## src/rtl/sgcq_pkg.sv

```systemverilog
// shared types and constants for the spatial grid collision query block
package sgcq_pkg;

  localparam int ID_W       = 16;
  localparam int POS_W      = 24;
  localparam int RAD_W      = 16;
  localparam int LAY_W      = 8;
  localparam int CFG_W      = 20;
  localparam int CFG_ADDR_W = 2;
  localparam int OP_W       = 3;
  localparam int STS_W      = 3;
  localparam int SEP_W      = 25;
  localparam int DIFF_W     = POS_W + 1;
  localparam int D2_W       = 50;
  localparam int RQ_W       = 2 * (RAD_W + 1);
  localparam int BND_W      = 48;
  localparam int DQ_W       = 26;
  localparam int DIV_STEPS  = POS_W;
  localparam int DIV_CNT_W  = 5;
  localparam int SQ_STEPS   = SEP_W;
  localparam int SQ_CNT_W   = 5;
  localparam int SQ_REM_W   = SEP_W + 1;
  localparam int PIPE_D     = 4;
  localparam int DR_W       = 2;
  localparam int IN_DATA_W  = 112;
  localparam int IN_USER_W  = 8;
  localparam int OUT_DATA_W = 32;

  localparam logic [CFG_ADDR_W-1:0] CFG_CELL = 2'd0;
  localparam logic [CFG_ADDR_W-1:0] CFG_TOL  = 2'd1;

  localparam logic [1:0] AX_X = 2'd0;
  localparam logic [1:0] AX_Y = 2'd1;
  localparam logic [1:0] AX_Z = 2'd2;

  localparam logic [CFG_W-1:0] CELL_RST = 20'd800;
  localparam logic [CFG_W-1:0] TOL_RST  = 20'd400;

  typedef enum logic [OP_W-1:0] {
    OP_CLEAR     = 3'd0,
    OP_ADD       = 3'd1,
    OP_MOVE_KEEP = 3'd2,
    OP_MOVE_SET  = 3'd3,
    OP_QUERY     = 3'd4,
    OP_MINSEP    = 3'd5
  } op_t;

  typedef enum logic [STS_W-1:0] {
    STS_OK      = 3'd0,
    STS_UNSAFE  = 3'd1,
    STS_UNKNOWN = 3'd2,
    STS_BADID   = 3'd3,
    STS_FULL    = 3'd4
  } sts_t;

  typedef enum logic [1:0] {
    SM_FIND  = 2'd0,
    SM_QUERY = 2'd1,
    SM_PAIR  = 2'd2
  } scan_mode_t;

  typedef enum logic [3:0] {
    S_IDLE,
    S_DECODE,
    S_SCAN,
    S_DRAIN,
    S_POST,
    S_DIV_GO,
    S_DIV_WAIT,
    S_SQ_GO,
    S_SQ_WAIT,
    S_DONE
  } ctrl_state_t;

  typedef struct packed {
    logic [LAY_W-1:0]        layer;
    logic [RAD_W-1:0]        radius;
    logic signed [POS_W-1:0] z;
    logic signed [POS_W-1:0] y;
    logic signed [POS_W-1:0] x;
    logic [ID_W-1:0]         id;
  } slot_t;

  typedef struct packed {
    logic       latch;
    logic       clr_all;
    logic       rd_en;
    scan_mode_t mode;
    logic       div_start;
    logic [1:0] axis;
    logic       sq_start;
    logic       wr_add;
    logic       wr_move;
    logic       out_load;
  } cmd_t;

  typedef struct packed {
    logic [OP_W-1:0] op;
    logic            id_zero;
    logic            found;
    logic            free_found;
    logic            pair_found;
    logic            cfg_zero;
    logic            div_busy;
    logic            sq_busy;
    logic            out_busy;
  } dp_stat_t;

endpackage

```

## src/rtl/sgcq_ctrl.sv

```systemverilog
// controller state machine: sequences scans, divisions, root and result
module sgcq_ctrl #(
  parameter int MAX_AGENTS = 64,
  localparam int AW = $clog2(MAX_AGENTS)
) (
  input  logic               clk,
  input  logic               rst_n,
  input  logic               in_tvalid,
  output logic               in_tready,
  input  sgcq_pkg::dp_stat_t stat,
  output sgcq_pkg::cmd_t     cmd,
  output logic [AW-1:0]      rd_a,
  output logic [AW-1:0]      rd_b
);

  sgcq_pkg::ctrl_state_t state_r, state_nxt;
  sgcq_pkg::scan_mode_t  kind_r, kind_nxt;
  logic [AW-1:0]               ca_r, ca_nxt, cb_r, cb_nxt;
  logic [sgcq_pkg::DR_W-1:0]   dr_r, dr_nxt;
  logic [1:0]                  ax_r, ax_nxt;

  // state and counters
  always_ff @(posedge clk) begin
    if (!rst_n) begin
      state_r <= sgcq_pkg::S_IDLE;
      kind_r  <= sgcq_pkg::SM_FIND;
      ca_r    <= '0;
      cb_r    <= '0;
      dr_r    <= '0;
      ax_r    <= sgcq_pkg::AX_X;
    end else begin
      state_r <= state_nxt;
      kind_r  <= kind_nxt;
      ca_r    <= ca_nxt;
      cb_r    <= cb_nxt;
      dr_r    <= dr_nxt;
      ax_r    <= ax_nxt;
    end
  end

  assign rd_a = ca_r;
  assign rd_b = cb_r;

  // next state and commands
  always_comb begin
    state_nxt = state_r;
    kind_nxt  = kind_r;
    ca_nxt    = ca_r;
    cb_nxt    = cb_r;
    dr_nxt    = dr_r;
    ax_nxt    = ax_r;
    in_tready = 1'b0;
    cmd       = '0;
    cmd.mode  = kind_r;
    cmd.axis  = ax_r;
    case (state_r)
      sgcq_pkg::S_IDLE: begin
        in_tready = 1'b1;
        if (in_tvalid) begin
          cmd.latch = 1'b1;
          state_nxt = sgcq_pkg::S_DECODE;
        end
      end
      sgcq_pkg::S_DECODE: begin
        state_nxt = sgcq_pkg::S_DONE;
        case (sgcq_pkg::op_t'(stat.op))
          sgcq_pkg::OP_CLEAR: begin
            cmd.clr_all = 1'b1;
          end
          sgcq_pkg::OP_ADD, sgcq_pkg::OP_MOVE_KEEP, sgcq_pkg::OP_MOVE_SET,
          sgcq_pkg::OP_QUERY: begin
            if (stat.id_zero) begin
              cmd.clr_all = (sgcq_pkg::op_t'(stat.op) == sgcq_pkg::OP_ADD);
            end else begin
              kind_nxt  = sgcq_pkg::SM_FIND;
              ca_nxt    = '0;
              cb_nxt    = '0;
              state_nxt = sgcq_pkg::S_SCAN;
            end
          end
          sgcq_pkg::OP_MINSEP: begin
            if (!stat.cfg_zero) begin
              kind_nxt  = sgcq_pkg::SM_PAIR;
              ca_nxt    = '0;
              cb_nxt    = AW'(1);
              state_nxt = sgcq_pkg::S_SCAN;
            end
          end
          default: begin
          end
        endcase
      end
      sgcq_pkg::S_SCAN: begin
        cmd.rd_en = 1'b1;
        if (cb_r == AW'(MAX_AGENTS - 1)) begin
          if (kind_r != sgcq_pkg::SM_PAIR || ca_r == AW'(MAX_AGENTS - 2)) begin
            dr_nxt    = '0;
            state_nxt = sgcq_pkg::S_DRAIN;
          end else begin
            ca_nxt = ca_r + AW'(1);
            cb_nxt = ca_r + AW'(1) + AW'(1);
          end
        end else begin
          cb_nxt = cb_r + AW'(1);
        end
      end
      sgcq_pkg::S_DRAIN: begin
        dr_nxt = dr_r + sgcq_pkg::DR_W'(1);
        if (dr_r == sgcq_pkg::DR_W'(sgcq_pkg::PIPE_D - 1)) begin
          case (kind_r)
            sgcq_pkg::SM_FIND:  state_nxt = sgcq_pkg::S_POST;
            sgcq_pkg::SM_PAIR:  state_nxt = stat.pair_found ? sgcq_pkg::S_SQ_GO
                                                             : sgcq_pkg::S_DONE;
            default:            state_nxt = sgcq_pkg::S_DONE;
          endcase
        end
      end
      sgcq_pkg::S_POST: begin
        state_nxt = sgcq_pkg::S_DONE;
        case (sgcq_pkg::op_t'(stat.op))
          sgcq_pkg::OP_ADD: begin
            if (stat.found || !stat.free_found) begin
              cmd.clr_all = 1'b1;
            end else begin
              cmd.wr_add = 1'b1;
            end
          end
          sgcq_pkg::OP_MOVE_KEEP, sgcq_pkg::OP_MOVE_SET: begin
            cmd.wr_move = stat.found;
          end
          sgcq_pkg::OP_QUERY: begin
            if (stat.found && !stat.cfg_zero) begin
              ax_nxt    = sgcq_pkg::AX_X;
              state_nxt = sgcq_pkg::S_DIV_GO;
            end
          end
          default: begin
          end
        endcase
      end
      sgcq_pkg::S_DIV_GO: begin
        cmd.div_start = 1'b1;
        state_nxt     = sgcq_pkg::S_DIV_WAIT;
      end
      sgcq_pkg::S_DIV_WAIT: begin
        if (!stat.div_busy) begin
          if (ax_r == sgcq_pkg::AX_Z) begin
            kind_nxt  = sgcq_pkg::SM_QUERY;
            ca_nxt    = '0;
            cb_nxt    = '0;
            state_nxt = sgcq_pkg::S_SCAN;
          end else begin
            ax_nxt    = ax_r + 2'd1;
            state_nxt = sgcq_pkg::S_DIV_GO;
          end
        end
      end
      sgcq_pkg::S_SQ_GO: begin
        cmd.sq_start = 1'b1;
        state_nxt    = sgcq_pkg::S_SQ_WAIT;
      end
      sgcq_pkg::S_SQ_WAIT: begin
        if (!stat.sq_busy) begin
          state_nxt = sgcq_pkg::S_DONE;
        end
      end
      sgcq_pkg::S_DONE: begin
        if (!stat.out_busy) begin
          cmd.out_load = 1'b1;
          state_nxt    = sgcq_pkg::S_IDLE;
        end
      end
      default: begin
        state_nxt = sgcq_pkg::S_IDLE;
      end
    endcase
  end

endmodule

```

## config.mk

```make
export PLATFORM = sky130hd
export DESIGN_NAME = sgcq_ctrl
export DESIGN_NICKNAME = d
export VERILOG_FILES = /design/src/rtl/sgcq_pkg.sv /design/src/rtl/sgcq_ctrl.sv
export SDC_FILE = /design/constraint.sdc
export NUM_CORES = 1
export LEC_CHECK = 0
export BUFFER_PORTS_ARGS = -buffer_cell sky130_fd_sc_hd__clkbuf_2
export CAP_MARGIN = 20
export CORE_MARGIN = 2
export CORE_UTILIZATION = 51
export CTS_BUF_LIST = sky130_fd_sc_hd__clkbuf_4
export DETAILED_ROUTE_END_ITERATION = 10
export PLACE_DENSITY = 0.83
export SYNTH_ARGS = -nofsm -noshare
export SYNTH_HDL_FRONTEND = slang
export SYNTH_SLANG_ARGS = --single-unit
export TNS_END_PERCENT = 50
```

## constraint.sdc

```tcl
create_clock -name clk -period 1.8 [get_ports clk]
set_input_delay 0.36 -clock clk [delete_from_list [all_inputs] [get_ports clk]]
set_output_delay 0.36 -clock clk [all_outputs]
set_load 0.01 [all_outputs]
```

After elaboration in Yosys (flattened, before gate mapping)
Cells that the tools add are included.
{"block": "op_classes", "n_reduce_logical": 20, "n_eq_ne": 36, "n_mux": 60, "n_addsub": 5}
{"operator": "6-bit two-way mux", "count": 9}
{"operator": "4-bit two-way mux", "count": 12}
{"operator": "4-bit case mux with 10 select lines", "count": 1}
{"operator": "6-bit case mux with 3 select lines", "count": 2}
{"operator": "2-bit != test (second input constant)", "count": 12}
{"operator": "6-bit case mux with 2 select lines", "count": 2}
{"operator": "2-bit two-way mux", "count": 11}
{"operator": "6-bit by 1-bit adder with 6-bit output (second input constant)", "count": 3}
{"operator": "4-bit by 3-bit equality test with 1-bit output (second input constant)", "count": 4}
{"operator": "2-bit case mux with 2 select lines", "count": 4}
{"operator": "4-bit case mux with 2 select lines", "count": 2}
{"operator": "1-bit two-way mux", "count": 14}
{"operator": "7-bit AND reduction", "count": 2}
{"operator": "6-bit equality test (second input constant)", "count": 2}
{"operator": "3-bit != test (second input constant)", "count": 3}
{"operator": "4-bit by 2-bit equality test with 1-bit output (second input constant)", "count": 2}
{"operator": "4-bit equality test (second input constant)", "count": 2}
{"operator": "8-bit AND reduction", "count": 1}
{"operator": "2-bit equality test (second input constant)", "count": 3}
{"operator": "3-bit by 2-bit equality test with 1-bit output (second input constant)", "count": 2}
{"operator": "3-bit equality test (second input constant)", "count": 2}
{"operator": "6-bit AND reduction", "count": 1}
{"operator": "2-bit nonzero test", "count": 3}
{"operator": "5-bit AND reduction", "count": 1}
{"operator": "other kinds (17)", "count": 21}
{"block": "totals", "wordCells": 127, "in_bits": 14, "reg_bits": 22, "output_inout_bits": 25}

Logic depth before layout (Yosys ltp)
{"block": "logic_depth", "depth_word": 5, "depth_mapped": 9}

Least setup slack after synthesis
OpenSTA, ideal clock, no wires.
{"block": "synth_timing", "path_kind": "flip-flop to flip-flop", "startpoint": "reg ca_r[0] (netlist: rd_a[0])", "endpoint": "reg cb_r[4] (netlist: rd_b[4])", "required_time_ns": 1.662, "path_stages_with_launch": 10, "path_slack_ns": -0.290, "synth_period_minus_slack_ns": 2.090, "n_path_buf": 0, "t_arrival_ns": 1.952, "setup_ns": 0.138, "cell_sequence": "dfxtp_1 inv_1 ha_1 nand2_1 o21a_1 ha_1 nand3_1 nor3_1 a2111oi_0 o22ai_1"}
{"block": "synth_via", "elab_chain_cells": 5}
{"element": "start, declared", "line": "sgcq_ctrl.sv:18", "rtl": "logic [AW-1:0] ca_r, ca_nxt, cb_r, cb_nxt;"}
{"element": "start signal, assigned", "line": "sgcq_ctrl.sv:34", "rtl": "ca_r <= ca_nxt;"}
{"element": "6-bit by 1-bit adder with 6-bit output (2 in series)", "line": "sgcq_ctrl.sv:101", "rtl": "cb_nxt = ca_r + AW'(1) + AW'(1);"}
{"element": "6-bit two-way mux", "line": "sgcq_ctrl.sv:96", "rtl": "if (kind_r != sgcq_pkg::SM_PAIR || ca_r == AW'(MAX_AGENTS - 2)) begin"}
{"element": "6-bit two-way mux", "line": "sgcq_ctrl.sv:95", "rtl": "if (cb_r == AW'(MAX_AGENTS - 1)) begin"}
{"element": "6-bit case mux with 3 select lines", "line": "sgcq_ctrl.sv:56", "rtl": "case (state_r)"}
{"element": "end signal, assigned", "line": "sgcq_ctrl.sv:35", "rtl": "cb_r <= cb_nxt;"}
{"element": "end, declared", "line": "sgcq_ctrl.sv:18"}
Several ways; a longest one is shown, not always the timed one. The select of a mux whose other input is x is not followed.
A chain may end at the register's enable or synchronous reset.

Worst setup path after layout
{"block": "layout_timing", "startpoint": "reg state_r[0]", "endpoint": "reg state_r[2]"}
{"block": "layout_via", "elab_chain_cells": 3}
{"element": "start, declared", "line": "sgcq_ctrl.sv:16", "rtl": "sgcq_pkg::ctrl_state_t state_r, state_nxt;"}
{"element": "start signal, assigned", "line": "sgcq_ctrl.sv:25", "rtl": "state_r <= sgcq_pkg::S_IDLE;"}
{"element": "start signal, assigned", "line": "sgcq_ctrl.sv:32", "rtl": "state_r <= state_nxt;"}
{"element": "4-bit by 2-bit equality test with 1-bit output, or another cell as far along", "line": "sgcq_ctrl.sv:56"}
{"element": "2-bit != test (no line)"}
{"element": "7-bit AND reduction (no line)"}
Several ways; a longest one is shown, not always the timed one.

==> metrics.txt <==
gr usage total approximately 29%; CTS Buffer Depth 2; Total Routed Length 5990 um; Die Ht approximately 63 um; post-synthesis cell count 236; Worst Min Path Start stat[2]; CP Cell Sequence mux2i_4, o32ai_1, a211o_1, or4_4, o22ai_2; Initial DRC Count 218; Synth Area per Inst 7.42 sq um; critical-path maximum fanout 5; Crit path largest cell delay between 0.5 and 0.6 ns; Max Fclk 527 MHz; vias 2249; pin count of the biggest net entering global routing 16; final hold violations 0; initial antenna violation count 0; vias per inst about 6.3; Gate power share 58.4%; Leak 0.997 nW; post-synthesis cell area ~1800 sq um; Buf/Inv on CP 0; Synth cell types 61; synthesized net count between 200 and 300; Area contributors post-synth dfxtp_1, o21ai_0, nand2_1, nor2_1, a21oi_1; Max Cap Viol 0; crit path kind flip-flop to flip-flop; Ys Warns 0; Starting Density between 50 and 60%; nets 330; CTS root buf clkbuf_4; R2R Setup Slk -0.1 ns; vias in the first global route approximately 2.0k; drt pass-1 iters 7; Worst Setup Slack, final -0.0988 ns; Port-buffer cells 38; cell taking the most area after synthesis dfxtp_1; Detail Route Antenna Nets 0; Area growth syn-to-layout 43.4%; hold endpoint state_r[2]; H-tree levels 1; most frequent cell after synthesis dfxtp_1; share of cells above drive strength 1 between 40% and 50%; gpl congestion 0.974; Final Setup Violations 7; register clock-pin slew on the reported worst setup and hold paths about 0.13 ns; Post-synth EDFFs 0; sw power 0.817 mW; Die Wd 62.6 um; Tcrit/Tclk final 105%; RR Startpoint state_r[0]; Yosys top cell area share about 25%; final instance area 2510 sq um; Switching Share 40.8%; Slew Limit Fails 0; fraction of registers with async set or reset after synthesis 0%; Least-Margin Pin Slew 0.447 ns; P_int 1.18 mW; number of fill cells 231; Num CTS Buffers 3; synthesis-stage register bit count 22; worst path required time 2.06 ns; DP HPWL 3900 um; global-route wire length before repair 9260 um; Die ar. 3920 sq um; Floorplan Core Area about 3300 sq um; Slew Limit Headroom 69.9%; Place WS -0.105 ns; Reg power frac approximately 30%; clk sinks 22; Final min period 1.90 ns; DRC 0; list of most frequent post-synthesis cells dfxtp_1, nand2_1, nor2_1; TritonCTS clock tree done; Power Density ~800 nW/um^2; Worst Setup End Kind flip-flop; Seq/Total Area, Yosys 25.1%; Setup Skew ~0.012 ns; outcome complete, but fails checks; clk_lat worst skew approximately 0.32 ns; num rows 21; clock network power share a little under an eighth; Slowest-stage cell, CP or4_4; CP arrival 2.16 ns; Area after DPL 2240 sq um; n_diodes 0; worst-case reg-to-reg path depth 5; ys flop type dfxtp_1; Hold Crit Class primary input to flip-flop; peak supply drop 0.000604 V; Worst path top cell family by delay compound AO/OA/AOI/OAI gates; IO Pins 39; GR Overflow Total 0; Cells on Worst Hold Path 3; violated checks setup timing; CP startpoint kind flip-flop; RSZ-0062 raised after global routing yes; Reg2Reg Capture Point state_r[2]; routed length per instance about 17 um
per-stage QoR:
stage               TNS [ns]  hold WS, ns  cells  power, mW  utilization (%)
finish                -0.443        0.346    356       2.00             75.9
global route           -1.12        0.347    356       2.10             75.9
CTS                   -0.245        0.330    354       1.83             72.0
detailed placement    -0.619        0.472    341       1.45             67.6
global placement      -0.261        0.458    341       1.43             67.6
floorplan                  0        0.452    236       1.13                -
cell type report:
type / count / area, sq um / share of cell area [%]
clock buffer: 3 / 22.5 / 0.897
timing repair buffer: 81 / 556 / 22.1
tap: 46 / 57.6 / 2.29
multi-input combinational: 192 / 1360 / 54.3
clock inverter: 1 / 3.75 / 0.149
sequential: 22 / 464 / 18.5
inverter: 11 / 43.8 / 1.74
registers in the layout, summed over array words and instances, names as in the netlist:
name and flops:
ax_r 2, dr_r 2, kind_r 2, rd_a 6, rd_b 6, state_r 4
routing by layer:
layer	part of all wire [%]	global-route usage (%)	vias to the layer above	wire, um
li1	-	-	1041	-
met1	41	38.2	1044	2470
met2	47	47.2	141	2790
met3	9.9	5.05	23	593
met4	2.3	10.3	0	140
met5	0	0	-	0
power groups by stage:
stage	logic [mW]	registers [mW]	clock network, mW
CTS	1.01	0.582	0.235
global route	1.23	0.600	0.262
global placement	0.853	0.578	0
floorplan	0.559	0.571	0
detailed placement	0.869	0.581	0
finish	1.17	0.595	0.239
kinds of logic (layout without fill, tap and decap cells):
family                     count (synthesis)  after routing  share of synthesized area [%]
and+or+nand+nor                          105            105                           32.9
buffers and inverters                     22             96                           5.21
DFF                                       22             22                           25.1
xor gates and xnor gates                   5              5                           2.50
AOI/OAI and AO/OA                         74             74                           28.9
muxes                                      3              3                           1.79
adders and majority gates                  5              5                           3.57
worst reg2reg max path, cell delays in order (launching register included):
cell     delay, ns
dfxtp_4       0.43
mux2i_4       0.26
o32ai_1       0.13
a211o_1       0.32
or4_4         0.52
o22ai_2       0.17
worst max path at each step:
stage / from / to / slack [ns] / cells past startpoint
global placement: state_r[0] / state_r[2] / -0.05 / 5
finish: state_r[0] / state_r[2] / -0.1 / 5
floorplan: rd_b[2] / state_r[2] / 0.01 / 5
CTS: state_r[2] / cmd[11] / -0.06 / 4
detailed placement: state_r[0] / state_r[0] / -0.10 / 6
global route: state_r[0] / state_r[2] / -0.13 / 5
placed cells by master (no fill, tap or decap), drive strengths merged, types with 6 or more instances in the layout:
cell / instances
a21oi: 14
nor2b: 6
nand2b: 9
nor2: 19
clkbuf: 38
inv: 11
nor3: 9
dfxtp: 22
nand3: 11
nand2: 20
buf: 46
or3: 8
o21ai: 19
timing repair:
item                       CTS  global route
hold buffers                 0             0
gates cloned                 0             0
resized for setup           20            28
setup buffers                9             2
setup endpoints to repair   17            25
pin swaps                    8             8
Note: power is estimated with default switching activity, not from simulation.
